[config.mk]
export PLATFORM = sky130hd
export DESIGN_NAME = gtp_midq
export DESIGN_NICKNAME = d
export VERILOG_FILES = /design/src/design/go_to_point_heading_controller_macros.svh /design/src/design/gtp_pkg.sv /design/src/design/gtp_midq.sv
export SDC_FILE = /design/constraint.sdc
export NUM_CORES = 1
export LEC_CHECK = 0
export ABC_AREA = 1
export BUFFER_PORTS_ARGS = -buffer_cell sky130_fd_sc_hd__buf_2
export CORE_ASPECT_RATIO = 0.8
export CORE_MARGIN = 4
export CORE_UTILIZATION = 50
export CTS_CLUSTER_DIAMETER = 80
export DETAILED_ROUTE_END_ITERATION = 16
export PLACE_DENSITY = 0.71
export SYNTH_ARGS = -nofsm -noshare
export SYNTH_HDL_FRONTEND = slang
export SYNTH_SLANG_ARGS = --single-unit
[constraint.sdc]
create_clock -name clk -period 23.7 [get_ports clk]
set_input_delay 4.74 -clock clk [delete_from_list [all_inputs] [get_ports clk]]
set_output_delay 4.74 -clock clk [all_outputs]
set_load 0.02 [all_outputs]
[src/design/go_to_point_heading_controller_macros.svh]
// Assertion macros for the go-to-point heading controller
`ifndef GO_TO_POINT_HEADING_CONTROLLER_MACROS_SVH
`define GO_TO_POINT_HEADING_CONTROLLER_MACROS_SVH
`ifndef ASSERT_OFF
`define GTP_ASSERT_IMP(lbl, ante, cons, msg) \
  lbl: assert property (@(posedge clk) disable iff (rst) (ante) |-> (cons)) else $error(msg);
`define GTP_ASSERT_NXT(lbl, ante, cons, msg) \
  lbl: assert property (@(posedge clk) disable iff (rst) (ante) |=> (cons)) else $error(msg);
`else
`define GTP_ASSERT_IMP(lbl, ante, cons, msg)
`define GTP_ASSERT_NXT(lbl, ante, cons, msg)
`endif
`endif

[src/design/gtp_pkg.sv]
// Shared types, constants and tables of the go-to-point heading controller
package gtp_pkg;

  localparam int CORDIC_STEPS = 14;
  localparam int XW    = 32;   // CORDIC x/y width
  localparam int ZW    = 28;   // angle accumulator, 2^-24 rad
  localparam int QW    = 15;   // mix quotient bits
  localparam int RW    = 31;   // divider remainder width
  localparam int MIDQ_DEPTH = 4;
  localparam int MIDQ_AW    = 2;

  localparam logic signed [ZW-1:0] Z_PI    = 28'sd52707179;
  localparam logic [14:0]          ANG_PI  = 15'd25736;
  localparam logic [14:0]          ONE_Q14 = 15'd16384;

  localparam logic [3:0] REG_TARGET_X       = 4'd0;
  localparam logic [3:0] REG_TARGET_Y       = 4'd1;
  localparam logic [3:0] REG_TARGET_HEADING = 4'd2;
  localparam logic [3:0] REG_FORWARD_SPEED  = 4'd3;
  localparam logic [3:0] REG_DIST_TOL       = 4'd4;
  localparam logic [3:0] REG_HEADING_TOL    = 4'd5;
  localparam logic [3:0] REG_ALIGN_WINDOW   = 4'd6;
  localparam logic [3:0] REG_STEER_GAIN     = 4'd7;

  typedef struct packed {
    logic signed [15:0] target_x;
    logic signed [15:0] target_y;
    logic signed [15:0] target_heading;
    logic [14:0]        forward_speed;
    logic [14:0]        distance_tolerance;
    logic [14:0]        heading_tolerance;
    logic [14:0]        align_window;
    logic [15:0]        steer_gain;
  } cfg_t;

  typedef struct packed {
    logic               zero;     // zero vector, bearing 0
    logic               reached;  // inside position band
    logic               arrive;   // position and heading in band
    logic signed [16:0] e_tgt;    // heading error to final heading
    logic signed [15:0] h;
  } side_t;

  typedef struct packed {
    logic signed [XW-1:0] x;
    logic signed [XW-1:0] y;
    logic signed [ZW-1:0] z;
    side_t                side;
  } mid_t;

  typedef struct packed {
    logic [RW-1:0] rem_l;
    logic [RW-1:0] rem_r;
    logic [QW-1:0] q_l;
    logic [QW-1:0] q_r;
    logic          neg_l;
    logic          neg_r;
    logic          kill;
    logic          arrive;
    logic [15:0]   den;
  } div_t;

  typedef struct packed {
    logic signed [15:0] left;
    logic signed [15:0] right;
    logic               arrived;
  } res_t;

  function automatic logic signed [ZW-1:0] atan_tab(input int unsigned i);
    logic signed [ZW-1:0] v;
    case (i)
      0:  v = 28'sd13176795;
      1:  v = 28'sd7778716;
      2:  v = 28'sd4110060;
      3:  v = 28'sd2086331;
      4:  v = 28'sd1047214;
      5:  v = 28'sd524117;
      6:  v = 28'sd262123;
      7:  v = 28'sd131069;
      8:  v = 28'sd65536;
      9:  v = 28'sd32768;
      10: v = 28'sd16384;
      11: v = 28'sd8192;
      12: v = 28'sd4096;
      13: v = 28'sd2048;
      14: v = 28'sd1024;
      15: v = 28'sd512;
      16: v = 28'sd256;
      17: v = 28'sd128;
      18: v = 28'sd64;
      19: v = 28'sd32;
      20: v = 28'sd16;
      21: v = 28'sd8;
      22: v = 28'sd4;
      23: v = 28'sd2;
      default: v = '0;
    endcase
    return v;
  endfunction

endpackage

[src/design/gtp_midq.sv]
// Short queue between front end and back end
module gtp_midq import gtp_pkg::*; (
  input  logic clk,
  input  logic rst,
  input  logic in_valid,
  output logic in_ready,
  input  mid_t in_item,
  output logic out_valid,
  input  logic out_ready,
  output mid_t out_item
);

  mid_t               mem [MIDQ_DEPTH];
  logic [MIDQ_AW-1:0] wptr, rptr;
  logic [MIDQ_AW:0]   count;
  logic               wr, rd;

  assign in_ready  = (count != (MIDQ_AW+1)'(MIDQ_DEPTH));
  assign out_valid = (count != '0);
  assign wr        = in_valid && in_ready;
  assign rd        = out_valid && out_ready;
  assign out_item  = mem[rptr];

  always_ff @(posedge clk) begin
    if (wr) begin
      mem[wptr] <= in_item;
    end
  end

  always_ff @(posedge clk) begin
    if (rst) begin
      wptr  <= '0;
      rptr  <= '0;
      count <= '0;
    end else begin
      if (wr) wptr <= wptr + 1'b1;
      if (rd) rptr <= rptr + 1'b1;
      count <= count + (MIDQ_AW+1)'(wr) - (MIDQ_AW+1)'(rd);
    end
  end

endmodule

Word level (Yosys, flattened, before mapping):

Memories as Yosys holds them, arrays and structs flattened. A register that Yosys moved wholly into a read port is not among the register bits.
Index checks and enable logic that the tools add are counted.
W data, S select, Z words.

* memories kept: 1
* output and inout bits: 130
* input port bits: 132
* RAM bits: 512
* flip-flop bits (word level): 7

* equal/unequal tests: 1
* mux-type cells: 4
* reduce and logical (&&, ||, !) cells: 3
* add/subtract/negate cells: 4

Memory list
* mem: words 4, width 128, rd ports 1, clocked after Yosys merged registers in 1, write ports 1, line gtp_midq.sv:13 `mid_t mem [MIDQ_DEPTH];`

Operators with widths (number)
* $add A2 B1 Y2 const B: 2
* $mux W2: 2
* $add A3 B1 Y3: 1
* $ne A3 B3 Y1 const B: 1
* $reduce_bool A3 Y1: 1
* $sub A3 B1 Y3: 1
* $logic_and A1 B1 Y1: 2
* $mux W1: 2

Depth between registers and ports, before layout:

Gate-level depths: netlist of run 1.

* depth in word-level cells: 4
* mapped depth: 10
* mapped depth without buffers: 10

Least setup slack after synthesis of run 1:

OpenSTA, ideal clock, no wires.

* kind: input to register
* start: in in_valid
* end: mem mem[0][0] in the netlist's numbering, enable pin
* stages: 2
* data arrival time: 10.188 ns
* setup slack: 12.894 ns
* setup time: 0.617 ns
* cell sequence: nand2_1 nor2_1

* word-level cells in the longest chain between the ends: 3

RTL lines
* from (decl): line gtp_midq.sv:5 `input logic in_valid,`
* $logic_and A1 B1 Y1: line gtp_midq.sv:20 `assign wr = in_valid && in_ready;`
* $mux W1: line gtp_midq.sv:25 `if (wr) begin`
* $mux W1 (implied by the code): line gtp_midq.sv:26 `mem[wptr] <= in_item;`
* to (decl): line gtp_midq.sv:13

Every way passes these cells.

==> flow_summary.ini, run 1 <==
[status]
result_of_the_run = completed

[yosys]
yosys-mux-area-fraction_pct = 0
largest_family_of_logic_cells_by_synthesized_area = compound AO/OA/AOI/OAI gates
yosysWarningCount = 0
synth.lib_cells_used.distinct = 24
ys_top_cells_by_area = edfxtp_1 78%, nor2_1 4.5%, o21ai_0 3.7%
netlist_top_cells_count = 512 x edfxtp_1, 239 x nor2_1, 145 x o21ai_0
async_reset_ff_share_pct = 0
yosys.area_share.simple_pct = 5.781
synth-seq-area-share_pct = 78.55
syn_avg_cell_area_um2 = 15.20
synth_area_leader_cell = edfxtp_1
synth_compound_area_share_pct = 11.98
synth_fa_ha_area_share_pct = 0.4802
synthesized_instance_count = 1303
synthesis.nets = 1442
post-synth-top-count-cell = edfxtp_1
syn-cell-area_um2 = 19800
dominantRegCellSynth = edfxtp_1
number_of_synthesized_flops_with_an_enable_pin = 512
synth_top_area_share_pct = 77.64
postSynthRegisterBits = 521
synth_xor_xnor_area_share_pct = 0

[power_and_ir_drop]
leakagePower_nw = 7.910
pwr_density_cell_nw_per_um2 = 111.2
power.ir.vdd_worst_uv = 82.08

[worst_setup_path]
timing_worst_setup_path_type = reg -> out
cp-end-kind = output pin
worstReg2RegStart = count[1]$_SDFF_PP0_
start_kind = register
critPathArrivalTime_ns = 3.66
worst_ep_required_time_ns = 18.96
timing.reg2reg.worst_path_depth = 6
worstPathMaxFanout = 171

[finish]
share_of_post_route_cells_with_drive_strength_above_1_pct = 26.64
design.final.nets = 1684
utilization_pct = 59.34
area_growth_syn_to_layout_pct = 15.89

[floorplan]
core-area_um2 = 38680
ioPinCount = 262
floorplan.die.width_um = 230.5
design.die.area_um2 = 42870
dieHeight_um = 186
initial_utilization_pct = 51.20
row_count = 64

[clock_network]
max_buffers_root_to_sink = 3
cts_buffers = 50
cts_post_setup_buffers_inserted = 0
worst_setup_hold_path_clk_slew_ns = 0.06
total_clock_sinks = 521
cts_resized = 0
clock_tree_from_tritoncts = done
cts-hold-fix-buffers = 0
clockRootBuffer = clkbuf_16
insertion_delay_ns = 0.57
cts_htree_levels = 2

[sta]
grt_setup_unrepaired = false
fmaxAchievable_mhz = 119.0
post_route_minimum_period_ns = 8.403
worst-slew-pin-transition_ns = 1.083
post-route-period-util_pct = 35.45
setup_total_negative_slack_ns = 0
max-slew-margin-rel_pct = 27.78
hold_slack_ns = 0.4890
hold_violations = 0
clock_skew_ns = 0.01893
timing_max_transition_violations_final = 0
timing.final.setup_violations = 0

[route]
finalWirelength_um = 41580
first_pass_iters = 5
vias = 11570
drt_drc = 0
average_wire_length_per_cell_after_detail_routing_um = 19.66
dr_vias_cell = 5.472
drt.antenna.violating_nets = 0
drt_iter0_drc = 923

[worst_hold_path]
min-delay-path-class = reg -> reg
hold_path.startpoint = rptr[0]$_SDFFE_PP0P_
min_path_cells = 2

[global_routing]
global_route_wire_length_before_repair_um = 63740
grt_overflow_total = 0
grt_antenna_before_repair = 8
grt_max_degree = 172
number_of_global_route_vias_before_repair = 11560
grtUsageTotal_pct = 18.89

[placement]
io_buffer_count = 261
place.detailed.hpwl_um = 22700
place_congestion = 0.7149

[job]
max_cap_violations = 0
==> layer usage <==
metal / global-route usage [%] / vias up / wire [um]
met2: 30.95 / 355 / 19720
met5: 0 / - / 56
met4: 5.224 / 10 / 874
met1: 25.14 / 5698 / 17510
met3: 5.401 / 84 / 3416
li1: - / 5426 / -
==> path summary, 6_finish.rpt <==
path,endpoint,slack (ns)
min reg2reg,rptr[0]$_SDFFE_PP0P_,0.49
min,rptr[0]$_SDFFE_PP0P_,0.49
max,out_item[126],15.30
max reg2reg,mem[2][67]$_DFFE_PP_,20.38
==> layout by cell type (no fill, tap or decap), types with 3 or more instances in the layout <==
cell type and n:
buf_2 261, nor2_2 30, o21ai_1 112, clkinv_1 10, diode_2 3, o22ai_2 40, nand2_1 12, clkinvlp_4 7
o21ai_0 145, bufinv_16 5, clkbuf_16 50, clkinv_2 4, a21oi_1 4, buf_4 13, ha_1 6, o22ai_1 88
nor2_4 4, inv_1 14, edfxtp_1 512, nand3_1 3, nor2_1 235, dfxtp_1 7, clkbuf_1 11
==> where the power goes <==
part	switching (mW)	internal [mW]	total (mW)
registers	0.0389	1.12	1.16
clock network	0.327	0.444	0.771
logic	0.442	0.178	0.620
total	0.808	1.75	2.55
==> flip-flops by register name (all words and copies together) (netlist names), named ones only <==
| register | cells |
|---|---|
| wptr | 2 |
| count | 3 |
| mem | 512 |
| rptr | 2 |
==> per-stage QoR <==
| step | setup slack (ns) | instance area [um^2] | total power, mW | cells |
|---|---|---|---|---|
| 2_1_floorplan | 12.89 | 19800 | 1.628 | 1303 |
| 3_3_place_gp | 16.05 | 21340 | 1.792 | 2021 |
| 3_5_place_dp | 15.96 | 21340 | 1.808 | 2021 |
| 4_1_cts | 15.35 | 22940 | 2.579 | 2112 |
| 5_1_grt | 15.06 | 22950 | 2.673 | 2114 |
| 6_report | 15.30 | 22950 | 2.553 | 2115 |
==> worst max-delay path, cell delays in order, from the launching register on <==
cell and delay (ns):
dfxtp_4 0.59, inv_8 0.77, buf_4 0.85, o21ai_0 0.22, o22ai_1 0.20, buf_2 0.20
==> cell type report <==
type                       count  area [um^2]
multi-input combinational    682         3642
clock inverter                30        310.3
fill                        2978        15730
sequential                   521        15560
timing repair buffer         274         1404
antenna                        3        7.507
inverter                      16        70.07
clock buffer                  61         1292
tap                          528        660.6
==> cell families (layout without fill, tap and decap cells) <==
kind of cell,after synthesis,after routing
DFF,521,521
buffers and inverters,100,381
AOI/OAI and AO/OA,391,391
and+or+nand+nor,284,284
adders and majority gates,7,7
other,0,3
No activity file was read; power rests on OpenSTA's default activity.
==> inputs of run 2 (changes only) <==
--- a/config.mk
+++ b/config.mk
@@ -5,7 +5,7 @@
 export SDC_FILE = /design/constraint.sdc
 export NUM_CORES = 1
 export LEC_CHECK = 0
-export ABC_AREA = 1
+export ABC_AREA = 0
 export BUFFER_PORTS_ARGS = -buffer_cell sky130_fd_sc_hd__buf_2
 export CORE_ASPECT_RATIO = 0.8
 export CORE_MARGIN = 4
==> constraint.sdc (replaced) <==
create_clock -name clk -period 8.08 [get_ports clk]
set_input_delay 1.616 -clock clk [delete_from_list [all_inputs] [get_ports clk]]
set_output_delay 1.616 -clock clk [all_outputs]
set_load 0.02 [all_outputs]
==> flow_summary.ini, run 2 <==
[yosys]
synth_fa_ha_area_share_pct = 0.4994
yosys.area_share.simple_pct = 0.4994
synth_top_area_share_pct = 80.75
async_reset_ff_share_pct = 0
synthesis.nets = 856
synthesized_instance_count = 717
synth-seq-area-share_pct = 81.69
number_of_synthesized_flops_with_an_enable_pin = 512
synth_xor_xnor_area_share_pct = 0.1380
synth_area_leader_cell = edfxtp_1
syn-cell-area_um2 = 19040
netlist_top_cells_count = 512 x edfxtp_1, 128 x mux4_2, 13 x buf_2
postSynthRegisterBits = 521
largest_family_of_logic_cells_by_synthesized_area = multiplexers
post-synth-top-count-cell = edfxtp_1
synth_compound_area_share_pct = 0.1511
ys_top_cells_by_area = edfxtp_1 81%, mux4_2 15%, buf_12 1.1%
yosys-mux-area-fraction_pct = 15.25
yosysWarningCount = 0
synth.lib_cells_used.distinct = 24
syn_avg_cell_area_um2 = 26.56
dominantRegCellSynth = edfxtp_1

[worst_setup_path]
slowest_delay_ns = 0.92
worst_ep_required_time_ns = 6.46
worstPathMaxFanout = 68
start_kind = register
timing_worst_setup_path_type = reg -> out
critPathArrivalTime_ns = 3.10
worst_path_dominant_cell_family = buffers and inverters
ff2ff_setup_slack_ns = 5.37
cp-end-kind = output pin
worstReg2RegStart = count[1]$_SDFF_PP0_
worstPathBufferInverterCount = 2
slowest_stage = dfxtp_4
timing.critical_path.cells = buf_4 -> mux4_2 -> buf_2

[route]
dr_vias_cell = 5.484
average_wire_length_per_cell_after_detail_routing_um = 22.91
drt_drc = 0
vias = 8434
drt.antenna.violating_nets = 0
first_pass_iters = 4
drt_iter0_drc = 576
finalWirelength_um = 35230

[power_and_ir_drop]
total_power_mw = 7.408
leakagePower_nw = 7.409
power.ir.vdd_worst_uv = 239.2
pwr_density_cell_nw_per_um2 = 332.5

[worst_hold_path]
min-delay-path-class = reg -> reg
hold_path.startpoint = wptr[1]$_SDFFE_PP0P_

[clock_network]
clock_tree_from_tritoncts = done
cts_post_setup_buffers_inserted = 0
cts_buffers = 49
cts_htree_levels = 2
max_buffers_root_to_sink = 3
cts_resized = 0
clockRootBuffer = clkbuf_16
total_clock_sinks = 521
worst_setup_hold_path_clk_slew_ns = 0.06
cts-hold-fix-buffers = 0
insertion_delay_ns = 0.55

[placement]
place_congestion = 0.7079
post_dp_cell_area_um2 = 20750
io_buffer_count = 261
worst_slack_at_placement_ns = 3.854
place.detailed.hpwl_um = 20570

[finish]
mostFrequentLayoutCell = edfxtp_1
design.final.nets = 1150
final_cell_mix = 512 x edfxtp_1, 261 x buf_2, 128 x mux4_2, 51 x clkbuf_16, 15 x clkbuf_1
share_of_post_route_cells_with_drive_strength_above_1_pct = 45.14
multiInputGateArea_um2 = 3159
registers.top_by_ff_count = mem
largest_registers = mem (512), count (3)
max_ffs_per_register = 512
num-fill-cells = 2676
seq_area_um2 = 15560
area_growth_syn_to_layout_pct = 17.02
layout.cell_area.non_filler_um2 = 22280

[global_routing]
number_of_global_route_vias_before_repair = 8886
grt_overflow_total = 0
global_route_wire_length_before_repair_um = 53420
grt_antenna_before_repair = 5
grt_max_degree = 69
grtUsageTotal_pct = 16.92

[sta]
timing_max_transition_violations_final = 0
fmaxAchievable_mhz = 211.8
timing.final.setup_violations = 0
post-route-period-util_pct = 58.42
setup_total_negative_slack_ns = 0
post_route_minimum_period_ns = 4.721
worst-slew-pin-transition_ns = 1.042
grt_setup_unrepaired = false
clock_skew_ns = 0.01389
max-slew-margin-rel_pct = 30.56
setup_slack_ns = 3.359
hold_violations = 0

[floorplan]
dieHeight_um = 182.5
row_count = 63
ioPinCount = 262
initial_utilization_pct = 50.96
core-area_um2 = 37360
floorplan.die.width_um = 226.2
design.die.area_um2 = 41290

[status]
result_of_the_run = completed

[job]
max_cap_violations = 0
==> run 2: final timing paths <==
kind	endpoint	depth (start not counted)
setup reg to reg	mem[1][97]$_DFFE_PP_	4
hold reg to reg	wptr[1]$_SDFFE_PP0P_	2
hold / removal	wptr[1]$_SDFFE_PP0P_	2
setup / recovery	out_item[98]	3
==> run 2: worst reg2reg max path, cell delays in order (launching register included) <==
cell and delay, ns:
dfxtp_1 0.44, nor2_1 0.11, a21boi_2 0.38, and2_4 0.59
buf_4 0.74
==> run 2: cell type report <==
class	count	share of cell area (%)
Timing Repair Buffer	272	6.289
Clock inverter	24	0.8760
Clock buffer	66	5.980
Antenna cell	1	0.01123
Tap cell	487	2.735
Sequential cell	521	69.84
Inverter	5	0.08423
Multi-Input combinational cell	162	14.18
==> run 2: cell families after synthesis <==
family / after synthesis
flip-flops: 521
multiplexers: 130
buffers and inverters: 34
AND/OR/NAND/NOR: 19
adder cells (fa/ha/maj): 7
AO/OA/AOI/OAI: 3
XOR/XNOR: 3
==> run 2: layer usage <==
metal / global-route usage [%] / vias up / part of all wire, %
met4: 3.944 / 8 / 1.8
li1: - / 3691 / -
met2: 26.52 / 254 / 48
met5: 0 / - / 0.14
met1: 24.11 / 4423 / 43
met3: 4.841 / 58 / 7.2
==> run 2: power by group <==
part | switching (mW) | internal [mW]
logic | 1.05 | 0.736
clock network | 0.925 | 1.25
registers | 0.136 | 3.31
==> run 2: per-stage QoR <==
step	util (%)	std cells	hold WS (ns)
2_1_floorplan	-	717	0.4820
3_3_place_gp	55.54	1447	0.5045
3_5_place_dp	55.54	1447	0.5271
4_1_cts	59.63	1537	0.5326
5_1_grt	59.63	1537	0.5501
6_report	59.63	1538	0.5302
==> inputs of run 3 (changes only) <==
--- a/config.mk
+++ b/config.mk
@@ -5,14 +5,14 @@
 export SDC_FILE = /design/constraint.sdc
 export NUM_CORES = 1
 export LEC_CHECK = 0
-export ABC_AREA = 0
+export ABC_AREA = 1
 export BUFFER_PORTS_ARGS = -buffer_cell sky130_fd_sc_hd__buf_2
 export CORE_ASPECT_RATIO = 0.8
 export CORE_MARGIN = 4
 export CORE_UTILIZATION = 50
 export CTS_CLUSTER_DIAMETER = 80
 export DETAILED_ROUTE_END_ITERATION = 16
-export PLACE_DENSITY = 0.71
+export PLACE_DENSITY = 0.73
 export SYNTH_ARGS = -nofsm -noshare
 export SYNTH_HDL_FRONTEND = slang
 export SYNTH_SLANG_ARGS = --single-unit
==> constraint.sdc (replaced) <==
create_clock -name clk -period 4.1 [get_ports clk]
set_input_delay 0.82 -clock clk [delete_from_list [all_inputs] [get_ports clk]]
set_output_delay 0.82 -clock clk [all_outputs]
set_load 0.02 [all_outputs]
==> flow_summary.ini, run 3 (synthesis results as in run 1) <==
[clock_network]
clock_tree_from_tritoncts = done
worst_setup_hold_path_clk_slew_ns = 0.06
total_clock_sinks = 521
clockRootBuffer = clkbuf_16
cts_htree_levels = 2
insertion_delay_ns = 0.56
cts_post_setup_buffers_inserted = 0
cts_buffers = 49
cts-hold-fix-buffers = 0
max_buffers_root_to_sink = 3
cts_resized = 0

[worst_setup_path]
timing_worst_setup_path_type = reg -> out
start_kind = register
worstPathMaxFanout = 144
worst_ep_required_time_ns = 3.28
critPathArrivalTime_ns = 2.78
cp-end-kind = output pin
timing.reg2reg.worst_path_depth = 10

[power_and_ir_drop]
share_comb_of_total_power_pct = 25.4
power.ir.vdd_worst_uv = 468.8
leakagePower_nw = 7.919
pwr_density_cell_nw_per_um2 = 634.2
switching_share_pct = 31.70
sequential_group_share_of_total_power_pct = 45.8
clkPwrFrac_pct = 28.8
total_power_mw = 14.57
cellInternalPower_mw = 9.949
switchingPower_mw = 4.618

[floorplan]
ioPinCount = 262
dieHeight_um = 186
initial_utilization_pct = 51.20
design.die.area_um2 = 42870
floorplan.die.width_um = 230.5
core-area_um2 = 38680
row_count = 64

[route]
drt_drc = 0
vias = 11600
dr_vias_cell = 5.467
drt.antenna.violating_nets = 0
finalWirelength_um = 42220
first_pass_iters = 5
drt_iter0_drc = 887
average_wire_length_per_cell_after_detail_routing_um = 19.91

[finish]
max_ffs_per_register = 512
design.final.nets = 1688
area_growth_syn_to_layout_pct = 15.99
registers.top_by_ff_count = mem
mostFrequentLayoutCell = edfxtp_1
largest_registers = mem (512), count (3)
share_of_post_route_cells_with_drive_strength_above_1_pct = 26.37
final_cell_mix = 512 x edfxtp_1, 261 x buf_2, 235 x nor2_1, 145 x o21ai_0, 112 x o21ai_1
finalNonFillerCells = 2121

[global_routing]
grtUsageTotal_pct = 19.25
grt_antenna_before_repair = 14
number_of_global_route_vias_before_repair = 11450
global_route_wire_length_before_repair_um = 64600
grt_max_degree = 145
grt_overflow_total = 0

[worst_hold_path]
min-delay-path-class = in -> reg
min_path_cells = 2

[placement]
place.detailed.instances = 2026
place_congestion = 0.7645
place.detailed.hpwl_um = 23950
io_buffer_count = 261

[sta]
worst-slew-pin-transition_ns = 0.8482
hold_violations = 0
post_route_minimum_period_ns = 3.597
clock_skew_ns = 0.01484
grt_setup_unrepaired = false
fmaxAchievable_mhz = 278.0
timing_max_transition_violations_final = 0
post-route-period-util_pct = 87.73
hold_slack_ns = 0.4575
timing.final.setup_violations = 0
max-slew-margin-rel_pct = 43.45

[status]
result_of_the_run = completed

[job]
max_cap_violations = 0
-- run 3: metrics by stage --
step	TNS [ns]	util [%]	area, um^2	worst slack [ns]
floorplan	-339.90	-	19810	-0.6639
global placement	0	55.53	21480	1.187
detailed placement	0	55.53	21480	1.147
CTS	0	59.33	22950	0.5250
global route	0	59.35	22960	0.3156
finish	0	59.38	22970	0.5032
-- run 3: final timing paths --
kind / startpoint / endpoint / slack [ns]
max: register / out_item[124] / 0.50
min: rst / count[0]$_SDFF_PP0_ / 0.46
max reg2reg: count[1]$_SDFF_PP0_ / count[2]$_SDFF_PP0_ / 1.64
min reg2reg: rptr[0]$_SDFFE_PP0P_ / rptr[0]$_SDFFE_PP0P_ / 0.49
-- run 3: power by group through the flow --
stage          Sequential (mW)  Clock [mW]  Combinational (mW)
3_3_place_gp              6.76           0                3.67
4_1_cts                   6.67        4.29                3.75
5_1_grt                   6.71        4.53                4.03
2_1_floorplan             6.76           0                2.60
6_report                  6.67        4.19                3.71
3_5_place_dp              6.78           0                3.74
-- run 3: cell type report --
type / instances / area [um^2]
Fill cell: 2949 / 15710
Timing Repair Buffer: 279 / 1541
Tap cell: 528 / 660.6
Antenna cell: 8 / 20.02
Multi-Input combinational cell: 682 / 3642
Clock inverter: 22 / 185.2
Sequential cell: 521 / 15560
Clock buffer: 65 / 1286
Inverter: 16 / 70.07
-- run 3: worst max-delay path, stage by stage (launching register included) --
cell and delay (ns):
dfxtp_4 0.74, buf_12 0.47, o21ai_0 0.23, o22ai_1 0.30, buf_2 0.22
-- run 3: layer usage --
| metal | GRT usage (%) | part of all wire, % | vias up |
|---|---|---|---|
| met2 | 31.73 | 48 | 385 |
| li1 | - | - | 5428 |
| met5 | 0 | 0.14 | - |
| met4 | 5.127 | 2.1 | 10 |
| met3 | 5.248 | 8.2 | 75 |
| met1 | 25.70 | 42 | 5698 |
