--- config.mk ---
export PLATFORM = sky130hd
export DESIGN_NAME = gtp_front
export DESIGN_NICKNAME = d
export VERILOG_FILES = /design/src/design/go_to_point_heading_controller_macros.svh /design/src/design/gtp_pkg.sv /design/src/design/gtp_front.sv
export SDC_FILE = /design/constraint.sdc
export NUM_CORES = 1
export LEC_CHECK = 0
export BUFFER_PORTS_ARGS = -buffer_cell sky130_fd_sc_hd__buf_2
export CORE_AREA = 2 2 117 131
export DETAILED_ROUTE_END_ITERATION = 12
export DIE_AREA = 0 0 119 133
export PLACE_DENSITY = 0.86
export RECOVER_POWER = 100
export SLEW_MARGIN = 20
export SYNTH_ARGS = -nofsm -noshare
export SYNTH_HDL_FRONTEND = slang
export SYNTH_SLANG_ARGS = --single-unit
--- constraint.sdc ---
create_clock -name clk -period 7.95 [get_ports clk]
set_input_delay 0.795 -clock clk [delete_from_list [all_inputs] [get_ports clk]]
set_output_delay 0.795 -clock clk [all_outputs]
set_load 0.1 [all_outputs]
--- src/design/go_to_point_heading_controller_macros.svh ---
// Assertion macros for the go-to-point heading controller
`ifndef GO_TO_POINT_HEADING_CONTROLLER_MACROS_SVH
`define GO_TO_POINT_HEADING_CONTROLLER_MACROS_SVH
`ifndef ASSERT_OFF
`define GTP_ASSERT_IMP(lbl, ante, cons, msg) \
  lbl: assert property (@(posedge clk) disable iff (rst) (ante) |-> (cons)) else $error(msg);
`define GTP_ASSERT_NXT(lbl, ante, cons, msg) \
  lbl: assert property (@(posedge clk) disable iff (rst) (ante) |=> (cons)) else $error(msg);
`else
`define GTP_ASSERT_IMP(lbl, ante, cons, msg)
`define GTP_ASSERT_NXT(lbl, ante, cons, msg)
`endif
`endif

--- src/design/gtp_pkg.sv ---
// Shared types, constants and tables of the go-to-point heading controller
package gtp_pkg;

  localparam int CORDIC_STEPS = 14;
  localparam int XW    = 32;   // CORDIC x/y width
  localparam int ZW    = 28;   // angle accumulator, 2^-24 rad
  localparam int QW    = 15;   // mix quotient bits
  localparam int RW    = 31;   // divider remainder width
  localparam int MIDQ_DEPTH = 4;
  localparam int MIDQ_AW    = 2;

  localparam logic signed [ZW-1:0] Z_PI    = 28'sd52707179;
  localparam logic [14:0]          ANG_PI  = 15'd25736;
  localparam logic [14:0]          ONE_Q14 = 15'd16384;

  localparam logic [3:0] REG_TARGET_X       = 4'd0;
  localparam logic [3:0] REG_TARGET_Y       = 4'd1;
  localparam logic [3:0] REG_TARGET_HEADING = 4'd2;
  localparam logic [3:0] REG_FORWARD_SPEED  = 4'd3;
  localparam logic [3:0] REG_DIST_TOL       = 4'd4;
  localparam logic [3:0] REG_HEADING_TOL    = 4'd5;
  localparam logic [3:0] REG_ALIGN_WINDOW   = 4'd6;
  localparam logic [3:0] REG_STEER_GAIN     = 4'd7;

  typedef struct packed {
    logic signed [15:0] target_x;
    logic signed [15:0] target_y;
    logic signed [15:0] target_heading;
    logic [14:0]        forward_speed;
    logic [14:0]        distance_tolerance;
    logic [14:0]        heading_tolerance;
    logic [14:0]        align_window;
    logic [15:0]        steer_gain;
  } cfg_t;

  typedef struct packed {
    logic               zero;     // zero vector, bearing 0
    logic               reached;  // inside position band
    logic               arrive;   // position and heading in band
    logic signed [16:0] e_tgt;    // heading error to final heading
    logic signed [15:0] h;
  } side_t;

  typedef struct packed {
    logic signed [XW-1:0] x;
    logic signed [XW-1:0] y;
    logic signed [ZW-1:0] z;
    side_t                side;
  } mid_t;

  typedef struct packed {
    logic [RW-1:0] rem_l;
    logic [RW-1:0] rem_r;
    logic [QW-1:0] q_l;
    logic [QW-1:0] q_r;
    logic          neg_l;
    logic          neg_r;
    logic          kill;
    logic          arrive;
    logic [15:0]   den;
  } div_t;

  typedef struct packed {
    logic signed [15:0] left;
    logic signed [15:0] right;
    logic               arrived;
  } res_t;

  function automatic logic signed [ZW-1:0] atan_tab(input int unsigned i);
    logic signed [ZW-1:0] v;
    case (i)
      0:  v = 28'sd13176795;
      1:  v = 28'sd7778716;
      2:  v = 28'sd4110060;
      3:  v = 28'sd2086331;
      4:  v = 28'sd1047214;
      5:  v = 28'sd524117;
      6:  v = 28'sd262123;
      7:  v = 28'sd131069;
      8:  v = 28'sd65536;
      9:  v = 28'sd32768;
      10: v = 28'sd16384;
      11: v = 28'sd8192;
      12: v = 28'sd4096;
      13: v = 28'sd2048;
      14: v = 28'sd1024;
      15: v = 28'sd512;
      16: v = 28'sd256;
      17: v = 28'sd128;
      18: v = 28'sd64;
      19: v = 28'sd32;
      20: v = 28'sd16;
      21: v = 28'sd8;
      22: v = 28'sd4;
      23: v = 28'sd2;
      default: v = '0;
    endcase
    return v;
  endfunction

endpackage

--- src/design/gtp_front.sv ---
// Front end: takes a pose, classifies it and prepares the CORDIC start vector
module gtp_front import gtp_pkg::*; (
  input  logic               clk,
  input  logic               rst,
  input  cfg_t               cfg,
  input  logic               push,
  output logic               full,
  input  logic signed [15:0] pos_x,
  input  logic signed [15:0] pos_y,
  input  logic signed [15:0] heading,
  output logic               mid_valid,
  output mid_t               mid_item,
  input  logic               mid_ready
);

  logic               fv;
  mid_t               item;
  mid_t               item_next;
  logic               advance;
  logic signed [16:0] dx, dy, e_tgt;
  logic [16:0]        adx, ady, ae;
  logic               reached;
  logic signed [XW-1:0] x0, y0;

  assign advance = !fv || mid_ready;
  assign full    = !advance;

  always_comb begin
    dx    = $signed({cfg.target_x[15], cfg.target_x}) - $signed({pos_x[15], pos_x});
    dy    = $signed({cfg.target_y[15], cfg.target_y}) - $signed({pos_y[15], pos_y});
    e_tgt = $signed({heading[15], heading})
            - $signed({cfg.target_heading[15], cfg.target_heading});
    adx   = dx[16] ? 17'(-dx) : 17'(dx);
    ady   = dy[16] ? 17'(-dy) : 17'(dy);
    ae    = e_tgt[16] ? 17'(-e_tgt) : 17'(e_tgt);
    reached = (adx <= {2'b00, cfg.distance_tolerance})
              && (ady <= {2'b00, cfg.distance_tolerance});
    x0 = {{3{dy[16]}}, dy, 12'h000};
    y0 = {{3{dx[16]}}, dx, 12'h000};

    item_next.side.zero    = (dx == 17'sd0) && (dy == 17'sd0);
    item_next.side.reached = reached;
    item_next.side.arrive  = reached && (ae <= {2'b00, cfg.heading_tolerance});
    item_next.side.e_tgt   = e_tgt;
    item_next.side.h       = heading;
    // rotate into the right half-plane
    if (x0 < 0) begin
      item_next.x = -x0;
      item_next.y = -y0;
      item_next.z = (y0 >= 0) ? Z_PI : -Z_PI;
    end else begin
      item_next.x = x0;
      item_next.y = y0;
      item_next.z = '0;
    end
  end

  always_ff @(posedge clk) begin
    if (rst) begin
      fv <= 1'b0;
    end else if (advance) begin
      fv <= push;
    end
  end

  always_ff @(posedge clk) begin
    if (advance && push) begin
      item <= item_next;
    end
  end

  assign mid_valid = fv;
  assign mid_item  = item;

endmodule

Word level (Yosys, flattened, before mapping)
Cells that the tools add are included.

cells by class
  add/sub/neg operators = 8
  multipliers = 0
  divide/modulo/power cells = 0
  magnitude comparators = 5
  eq/ne operators = 0
  shifts and indexed selects = 0
  multiplexer cells = 5
  bitwise gates (word level) = 0
  reductions and logical operators = 9

operator list
  operator               count
  $mux W92               1
  $neg A29 Y32           2
  $le A17 B15 Y1         3
  $mux W17               3
  $neg A17 Y17           3
  $sub A16 B16 Y17       3
  $logic_not A17 Y1      2
  $ge A29 B1 Y1 const B  1
  $lt A29 B1 Y1 const B  1
  $mux W28               1
  $logic_and A1 B1 Y1    4
  $logic_not A1 Y1       2
  $logic_or A1 B1 Y1     1

storage, ports and cells
  flip-flop bits (word level) = 129
  bits in latches = 0
  RAM bits = 0
  ROM bits = 0
  input bits = 176
  memories = 0

Depth between registers and ports, before layout
Gate-level depths: netlist of run 1.

  word-level depth = 6
  mapped depth = 26
  gate-level depth less buffers = 25

Worst setup path before layout of run 1
No wires, ideal clock.

  path type = register -> register
  start = register fv (netlist: mid_valid)
  end = register item (netlist bit mid_item[0]) (enable)
  arrival time = 4.902 ns
  setup slack = 2.523 ns
  stages on the path, launching flop included = 3
  clock period less this slack = 5.427 ns
  cells stage by stage = dfxtp_1 nor2b_1 nor2b_1

on the way
  longest elaborated chain between the ends = 3

RTL lines
  element                 RTL line         source
  from (decl)             gtp_front.sv:16  logic fv;
  from (signal assigned)  gtp_front.sv:62  fv <= push;
  $logic_not A1 Y1        gtp_front.sv:25  assign advance = !fv || mid_ready;
  $logic_or A1 B1 Y1      gtp_front.sv:25
  $logic_and A1 B1 Y1     gtp_front.sv:67  if (advance && push) begin
  to (signal assigned)    gtp_front.sv:68  item <= item_next;
  to (decl)               gtp_front.sv:17  mid_t item;

Every way passes these cells.
A chain may end at the register's enable or synchronous reset.

==> results of run 1 <==
==> layout make-up <==
type                            instances  share of cell area
Multi-Input combinational cell        618              0.5105
Timing Repair Buffer                  236              0.1153
Clock buffer                            9             0.02519
Inverter                              100             0.04198
Tap cell                              196             0.02743
Clock inverter                          6             0.01203
Sequential cell                        80              0.2676
==> state kept, by name, summed over array words and instances, names as in the netlist <==
name,cells
mid_item,79
mid_valid,1
==> worst max path at each step <==
stage,to,slack [ps],cells past startpoint
after detailed placement,mid_item[33],1210,23
after global routing,mid_item[33],700,23
final,mid_item[33],1390,23
after floorplan,mid_item[0],2520,2
after global placement,mid_item[33],1360,23
after CTS,mid_item[33],1530,23
==> synthesized netlist by cell type, types with 22 or more instances <==
cell type,n,share of area
o21ai_0,32,0.021
edfxtp_1,79,0.31
nor2_1,56,0.027
a21o_1,22,0.021
xor2_1,28,0.032
ha_1,100,0.16
inv_1,99,0.048
buf_4,49,0.048
a21oi_1,49,0.032
nand2_1,43,0.021
xnor2_1,60,0.068
==> power by group through the flow <==
stage                     Clock (µW)  Combinational, µW  Sequential (µW)
after detailed placement           0               1260              571
after CTS                        484               1270              564
after global placement             0               1240              572
after global routing             497               1340              574
after floorplan                    0                682              962
final                            478               1240              568
==> cells in the final DEF (no fill, tap or decap), drive strengths merged, types with 22 or more instances in the layout <==
cell and count:
nand2 43, o21ai 37, buf 116, xnor2 62, inv 100, a21o 22, a21oi 50, clkbuf 129
xor2 28, nor2 56, conb 27, edfxtp 79, ha 100
==> critical path, delay by kind of cell <==
family                   cells  cell delay [ps]
AO/OA/AOI/OAI               10             2530
AND/OR/NAND/NOR              6             1500
buffers and inverters        3              980
adder cells (fa/ha/maj)      3              730
XOR/XNOR                     1              190
==> cells by family (layout without fill, tap and decap cells) <==
family                   count (synthesis)  count (layout)  synth area share
adder cells (fa/ha/maj)                103             103            0.1706
flip-flops                              80              80            0.3112
AO/OA/AOI/OAI                          180             180            0.1564
other                                    1              27         0.0004879
XOR/XNOR                                90              90            0.1045
buffers and inverters                  159             351            0.1048
multiplexers                             4               4          0.005535
AND/OR/NAND/NOR                        214             214            0.1463
==> layer usage <==
metal	wire length, µm	track usage	share of wire
met5	0	0	0
met4	286	0.07011	0.016
met3	1156	0.03922	0.066
met2	8917	0.4122	0.51
met1	7117	0.2493	0.41
==> through the flow <==
step | total power, µW | utilization
floorplan | 1644 | -
global placement | 1815 | 0.6007
detailed placement | 1836 | 0.6007
CTS | 2317 | 0.6234
global route | 2409 | 0.6106
finish | 2288 | 0.6106
==> flow_summary.yaml, run 1 <==
finish:
  final-seq-area_mm2: 0.002392
  finalInstanceArea_mm2: 0.008941
  areaGrowthSynthToFinish_pct: 16.33
  final_net_count: 1324
  post_layout_nonfiller_instances: 1245
  final_layout_size_suffix_gt1_frac: 0.1382
  fillCellCount: 1284
  n_antenna_cell: 0
  multiInputGateArea_mm2: 0.004564
placed_design:
  place.detailed.hpwl_um: 14090
  post_dp_cell_area_mm2: 0.008796
  buffer_ports.inserted: 235
  gp_congestion: 0.9102
  placedCellCount: 1230
  place_worst_setup_slack_ps: 1207
timing:
  drv_slew: 80
  hold-worst-slack_ps: 604.8
  fmax_mhz: 152.4
  fin_setup_tns_ps: 0
  final_critical_path_required_period_ps: 6563
  report.final.hold_viol_count: 0
  grt_setup_unrepaired: "no"
  pin_slew_with_the_least_headroom_to_its_limit_ps: 4344
  final_critical_path_setup_slack_ps: 1387
  max_transition_margin: -1.896
  fin_skew_ps: 7.527
  timing.final.crit_share: 0.8255
  final-setup-viol-count: 0
synthesis:
  post_synth_edffs: 79
  synth_area_per_cell_um2: 9.249
  synth_seq_cells: 80
  post_synth_instance_area_mm2: 0.007686
  synth_cell_type_count: 80
  yosys_warnings: 0
  yosysSeqAreaShare: 0.3112
  async_reset_ff_frac: 0
  post_synth_top_flop: "edfxtp_1"
  post_synth_inst_count: 831
clock_network:
  cts_post_setup_buffers_inserted: 0
  tritoncts.num_buffers: 9
  tritoncts: "done"
  post_cts.resized_instances: 0
  clock_path_buffers: 2
  cts_num_sinks: 80
  insertion_delay_ps: 350
  postCtsHoldBufs: 0
  clock_transition_time_at_the_flip_flop_clock_pins_of_the_worst_setup_and_hold_paths_ps: 60
  htree_num_levels: 3
  clk_root_buffer_cell: "clkbuf_16"
floorplan:
  core_region_area_mm2: 0.01464
  rows: 47
  fp.dieArea_mm2: 0.01583
  die_outline_height_um: 133
  dieWidth_um: 119
  top_level_ports: 306
  floorplan.initialDensity: 0.5249
power:
  comb_power_share: 0.543
  seqPwrFrac: 0.248
  power_switching_uw: 1120
  swShare: 0.4896
  share_clk_of_total_power: 0.209
  worst_ir_drop_vdd_mv: 0.2240
  internal_power_uw: 1168
  power-per-cell-area_mw_per_mm2: 255.9
  total_leakage_power_uw: 0.004122
worst_setup_path:
  timing.critical_path.cells: "buf_2 > inv_1 > ha_1 > fa_1 > and2b_1 > o211ai_1 > a31oi_1 > a31oi_2 > a21oi_1 > o22ai_2 > clkinv_1 > nor2_1 > xnor2_1 > ha_1 > o21a_1 > o21ai_0 > nand2b_1 > a21oi_1 > o211ai_1 > a221oi_1 > nor2_1 > or4b_1 > nor4_1"
  startpoint: "cfg[92]"
  cp_max_fo: 23
  worstPathRequired_ps: 8110
  category_of_the_worst_setup_path_capture_point: "register"
  setup.worst_path.class: "primary input to register"
  data_arrival_critical_path_ps: 6720
  regToRegStartpoint: "mid_valid"
  setup_slack_of_the_most_critical_reg_to_reg_path_ps: 3780
  critPathSlowestCell: "clkinv_1"
  ff2ff_path_depth: 3
  worst_r2r_endpoint: "mid_item[82]"
  crit_path_start_kind: "primary input"
  critical_path.max_stage_delay_ps: 830
route:
  drt-initial-drc-count: 291
  route.final.wire_length_um: 17480
  detail_route.wl_per_cell_um: 14.04
  route.detailed.vias_per_inst: 5.269
  antenna_violating_nets_remaining: 0
  drc: 0
  drt-pass1-iter-count: 5
  routed-via-count: 6560
status:
  result_of_the_run: "finished, violations left"
  violations: "max-capacitance violations, max-slew violations"
global_routing:
  grt_antenna_before_repair: 0
  grt_pass1_vias: 6340
  grt_first_pass_wirelength_um: 28280
  global_route.overflow_total: 0
  grt.total_usage: 0.2193
  grt_start_max_net_pins: 80
job:
  cap_viol_max_count: 1
worst_hold_path:
  hold_end: "mid_valid"
  hold-path-cell-count: 2
  hp_class: "primary input to register"
  hp-start: "rst"
Note: power is estimated with default switching activity, not from simulation.
==> inputs of run 2 (changes only) <==
--- a/config.mk
+++ b/config.mk
@@ -6,10 +6,10 @@
 export NUM_CORES = 1
 export LEC_CHECK = 0
 export BUFFER_PORTS_ARGS = -buffer_cell sky130_fd_sc_hd__buf_2
-export CORE_AREA = 2 2 117 131
+export CORE_AREA = 2 2 127 141
 export DETAILED_ROUTE_END_ITERATION = 12
-export DIE_AREA = 0 0 119 133
-export PLACE_DENSITY = 0.86
+export DIE_AREA = 0 0 129 143
+export PLACE_DENSITY = 0.78
 export RECOVER_POWER = 100
 export SLEW_MARGIN = 20
 export SYNTH_ARGS = -nofsm -noshare
==> constraint.sdc (replaced) <==
create_clock -name clk -period 5.8 [get_ports clk]
set_input_delay 0.58 -clock clk [delete_from_list [all_inputs] [get_ports clk]]
set_output_delay 0.58 -clock clk [all_outputs]
set_load 0.1 [all_outputs]
==> run 2 against run 1 <==
Compared with the run above:
- the run still ends with max-capacitance violations, max-slew violations left
- flip-flop and latch count unchanged
- via count down 1.6%
- core utilization down 8.1 points
- highest routed layer unchanged
- final cell count up 3.4%
- clock skew about the same
- clock-buffer cell count up 1
- global-route usage down 2.5 points
- hold slack worse by 220 ps
==> flow_summary.yaml, run 2 (synthesis results as in run 1) <==
worst_setup_path:
  timing.critical_path.cells: "buf_2 > inv_1 > ha_1 > fa_1 > and2b_1 > o211ai_2 > a31oi_2 > a31oi_2 > a21oi_1 > o22ai_2 > clkbuf_1 > o31ai_1 > xnor2_1 > ha_1 > a211oi_1 > o211ai_1 > a221oi_1 > nor2_1 > or4b_1 > nor4_1"
  category_of_the_worst_setup_path_capture_point: "register"
  worstPathRequired_ps: 5970
  cp_max_fo: 13
  critPathSlowestCell: "or4b_1"
  critical_path.max_stage_delay_ps: 550
  setup_slack_of_the_most_critical_reg_to_reg_path_ps: 2350
  crit_path_start_kind: "primary input"
  data_arrival_critical_path_ps: 5370
  setup.worst_path.class: "primary input to register"
finish:
  final_common_cell: "clkbuf_1"
  fillCellCount: 1632
  n_antenna_cell: 0
  final_layout_size_suffix_gt1_frac: 0.1377
  multiInputGateArea_mm2: 0.004561
  final_net_count: 1328
  final-seq-area_mm2: 0.002392
  areaGrowthSynthToFinish_pct: 16.83
  post_layout_nonfiller_instances: 1287
  largest_reg_flops: 79
  commonest_cells_after_routing_fill_and_taps_aside: "clkbuf_1 (125), buf_2 (115), ha_1 (100)"
global_routing:
  grt_pass1_vias: 6259
  grt_antenna_before_repair: 0
  grt_first_pass_wirelength_um: 28460
  grt.total_usage: 0.1941
  global_route.overflow_total: 0
  grt_start_max_net_pins: 42
route:
  drt-pass1-iter-count: 4
  drt-initial-drc-count: 250
  drc: 0
  detail_route.wl_per_cell_um: 14.26
  route.final.wire_length_um: 18360
  routed-via-count: 6455
  route.detailed.vias_per_inst: 5.016
  antenna_violating_nets_remaining: 0
clock_network:
  clk_root_buffer_cell: "clkbuf_16"
  clock_path_buffers: 2
  tritoncts.num_buffers: 9
  post_cts.resized_instances: 0
  tritoncts: "done"
  postCtsHoldBufs: 0
  clock_transition_time_at_the_flip_flop_clock_pins_of_the_worst_setup_and_hold_paths_ps: 60
  cts_post_setup_buffers_inserted: 0
  cts_num_sinks: 80
  htree_num_levels: 3
  insertion_delay_ps: 350
floorplan:
  core_region_area_mm2: 0.01695
  fp.dieArea_mm2: 0.01845
  top_level_ports: 306
  die_outline_height_um: 143
  rows: 50
  dieWidth_um: 129
  floorplan.initialDensity: 0.4534
timing:
  final_critical_path_required_period_ps: 5200
  final-setup-viol-count: 0
  hold-worst-slack_ps: 388.7
  grt_setup_unrepaired: "no"
  fin_setup_tns_ps: 0
  drv_slew: 71
  final_critical_path_setup_slack_ps: 600.5
  max_transition_margin: -0.5640
  fin_skew_ps: 7.580
  report.final.hold_viol_count: 0
  timing.final.crit_share: 0.8965
  fmax_mhz: 192.3
  pin_slew_with_the_least_headroom_to_its_limit_ps: 2346
power:
  totalPowerFinal_uw: 3102
  worst_ir_drop_vdd_mv: 0.3089
  power-per-cell-area_mw_per_mm2: 345.4
  total_leakage_power_uw: 0.004104
placed_design:
  place.detailed.hpwl_um: 15040
  place_worst_setup_slack_ps: 293.0
  gp_congestion: 0.8452
  placedCellCount: 1271
  buffer_ports.inserted: 235
worst_hold_path:
  hp_class: "primary input to register"
status:
  result_of_the_run: "finished, violations left"
  violations: "max-capacitance violations, max-slew violations"
job:
  cap_viol_max_count: 2
==> run 2: worst paths after layout <==
check / startpoint / to / cells after the start
worst min register to register: mid_valid / mid_valid / 3
worst min-delay path: rst / mid_valid / 2
worst max-delay path: cfg[92] / mid_item[33] / 20
worst max register to register: mid_valid / mid_item[85] / 3
==> run 2: power breakdown <==
group / internal [µW] / leakage [µW] / switching [µW]
Combinational: 432 / 0.00318 / 1270
Sequential: 748 / 0.000775 / 29.4
Clock: 376 / 0.000149 / 242
==> run 2: area by class of cell <==
type,instances,share of cell area
Inverter,100,0.04180
Tap cell,234,0.03260
Clock inverter,5,0.009057
Clock buffer,10,0.02550
Timing Repair Buffer,240,0.1168
Sequential cell,80,0.2664
Multi-Input combinational cell,618,0.5079
==> run 2: stage by stage <==
stage                     cell area (µm²)    util
after floorplan                      7784       -
after global placement               8866  0.5230
after detailed placement             8866  0.5230
after CTS                            9176  0.5413
after global routing                 8980  0.5297
final                                8980  0.5297
==> run 2: routing by layer <==
layer	global-route usage	wire length [µm]	vias to the layer above
li1	-	-	3305
met1	0.2232	7770	2948
met2	0.3659	9441	183
met3	0.03185	909	19
met4	0.05778	233	0
met5	0	0	-
==> run 2: critical path: cells and delay by family <==
kind / cells / cell delay (ps)
xor+xnor: 1 / 250
fa+ha+maj: 3 / 730
simple gates: 4 / 1110
buf+inv: 3 / 610
compound gates: 9 / 2050
==> inputs of run 3 (changes only) <==
--- a/config.mk
+++ b/config.mk
@@ -6,10 +6,12 @@
 export NUM_CORES = 1
 export LEC_CHECK = 0
 export BUFFER_PORTS_ARGS = -buffer_cell sky130_fd_sc_hd__buf_2
-export CORE_AREA = 2 2 127 141
+export CELL_PAD_IN_SITES_DETAIL_PLACEMENT = 0
+export CELL_PAD_IN_SITES_GLOBAL_PLACEMENT = 1
+export CORE_AREA = 2 2 149 166
 export DETAILED_ROUTE_END_ITERATION = 12
-export DIE_AREA = 0 0 129 143
-export PLACE_DENSITY = 0.78
+export DIE_AREA = 0 0 151 168
+export PLACE_DENSITY_LB_ADDON = 0.1
 export RECOVER_POWER = 100
 export SLEW_MARGIN = 20
 export SYNTH_ARGS = -nofsm -noshare
==> run 3 against run 2 <==
Compared with the run above:
- the flow still finishes with violations (max-capacitance violations, max-slew violations)
- register-to-register slack lost 630 ps
- clock skew down 2.0 ps
- flip-flop and latch count is the same
- final cell count up 5.9%
- sequential power hardly changed
- critical endpoint unchanged
- total power shrank 1.3%
- via count fell by 2.7%
- global-route usage decreased by 4.5 points
- routed wire length grew 5.7%
- die area increased by 38%
- critical path depth up 3
==> flow_summary.yaml, run 3 (synthesis results as in run 1) <==
status:
  result_of_the_run: "finished, violations left"
  violations: "max-capacitance violations, max-slew violations"
route:
  route.detailed.vias_per_inst: 4.608
  routed-via-count: 6281
  drt-pass1-iter-count: 6
  route.final.wire_length_um: 19400
  drt-initial-drc-count: 163
  detail_route.wl_per_cell_um: 14.24
  antenna_violating_nets_remaining: 0
  drc: 0
placed_design:
  post_dp_cell_area_mm2: 0.008961
  gp_congestion: 0.7962
  buffer_ports.inserted: 235
  place_worst_setup_slack_ps: 423.1
  place.detailed.hpwl_um: 16030
global_routing:
  grt_start_max_net_pins: 51
  grt_pass1_vias: 6106
  grt_antenna_before_repair: 0
  global_route.overflow_total: 0
  grt_first_pass_wirelength_um: 30090
  grt.total_usage: 0.1493
finish:
  final_common_cell: "clkbuf_1"
  final_net_count: 1327
  areaGrowthSynthToFinish_pct: 17.71
  n_antenna_cell: 0
  fillCellCount: 2592
  commonest_cells_after_routing_fill_and_taps_aside: "clkbuf_1 (123), buf_2 (115), ha_1 (100)"
  largest_reg_flops: 79
  final_layout_size_suffix_gt1_frac: 0.1377
  finalInstanceArea_mm2: 0.009047
worst_setup_path:
  data_arrival_critical_path_ps: 5360
  crit_path_start_kind: "primary input"
  cp_max_fo: 5
  setup.worst_path.class: "primary input to register"
  category_of_the_worst_setup_path_capture_point: "register"
  worstPathRequired_ps: 5970
clock_network:
  clock_path_buffers: 2
  clock_transition_time_at_the_flip_flop_clock_pins_of_the_worst_setup_and_hold_paths_ps: 70
  post_cts.resized_instances: 0
  tritoncts: "done"
  clk_root_buffer_cell: "clkbuf_16"
  insertion_delay_ps: 340
  cts_post_setup_buffers_inserted: 0
  htree_num_levels: 3
  tritoncts.num_buffers: 9
  postCtsHoldBufs: 0
  cts_num_sinks: 80
power:
  power_switching_uw: 1549
  comb_power_share: 0.556
  share_clk_of_total_power: 0.190
  seqPwrFrac: 0.253
  swShare: 0.5058
  worst_ir_drop_vdd_mv: 0.2358
  total_leakage_power_uw: 0.004100
  power-per-cell-area_mw_per_mm2: 338.4
  internal_power_uw: 1513
floorplan:
  rows: 60
  fp.dieArea_mm2: 0.02537
  die_outline_height_um: 168
  dieWidth_um: 151
  floorplan.initialDensity: 0.3220
  top_level_ports: 306
  core_region_area_mm2: 0.02387
timing:
  fmax_mhz: 192.5
  final_critical_path_setup_slack_ps: 605.4
  fin_skew_ps: 5.586
  grt_setup_unrepaired: "no"
  max_transition_margin: -0.7962
  final-setup-viol-count: 0
  report.final.hold_viol_count: 0
  fin_setup_tns_ps: 0
  final_critical_path_required_period_ps: 5195
  pin_slew_with_the_least_headroom_to_its_limit_ps: 2689
  drv_slew: 31
  timing.final.crit_share: 0.8956
job:
  cap_viol_max_count: 1
worst_hold_path:
  hp_class: "primary input to register"
[run 3: cell type report]
class                   count  area (µm²)  share of cell area
multi-input cells         618        4551              0.5030
flip-flops and latches     80        2392              0.2644
repair buffers            239        1050              0.1160
well taps                 310       387.9             0.04287
inverters                 100       375.4             0.04149
clock buffers              11       232.7             0.02572
clock inverters             5       58.81            0.006500
[run 3: critical path, cell delays in order]
cell and delay, ps:
buf_2 70, inv_1 30, ha_1 220, fa_1 410, and2b_1 240, o211ai_2 120, a31oi_1 500, a31oi_1 230
a21oi_1 220, o22ai_2 180, clkinv_1 150, nor2_1 60, xnor2_1 250, ha_1 310, o21a_1 110, o21ai_0 140
nand2b_1 70, a21oi_1 170, o211ai_1 110, a221oi_1 280, nor2_1 100, or4b_1 530, nor4_1 250
[run 3: layer usage]
metal	share of wire	track usage
met5	0	0
met3	0.050	0.02683
met2	0.47	0.2577
met4	0.0079	0.02926
met1	0.48	0.1955
[run 3: final timing paths]
path                            startpoint           end  cells past startpoint  slack [ps]
worst max-delay path               cfg[92]  mid_item[33]                     23         610
worst min-delay path                   rst     mid_valid                      2         390
worst max register to register   mid_valid  mid_item[85]                      3        1720
worst min register to register   mid_valid     mid_valid                      3         620
[run 3: power by group through the flow]
stage	sequential, µW	clock [µW]	combinational (µW)
after floorplan	1320	0	935
after global placement	786	0	1760
after detailed placement	786	0	1750
after CTS	775	598	1760
after global routing	784	622	1850
final	776	583	1700
[run 3: per-stage QoR]
| step | util | total power [µW] | instances | hold WS (ps) |
|---|---|---|---|---|
| 2_1_floorplan | - | 2253 | 857 | 652.4 |
| 3_3_place_gp | 0.3754 | 2545 | 1347 | 631.1 |
| 3_5_place_dp | 0.3754 | 2540 | 1347 | 644.8 |
| 4_1_cts | 0.3876 | 3138 | 1363 | 376.3 |
| 5_1_grt | 0.3790 | 3258 | 1363 | 376.6 |
| 6_report | 0.3790 | 3062 | 1363 | 387.0 |
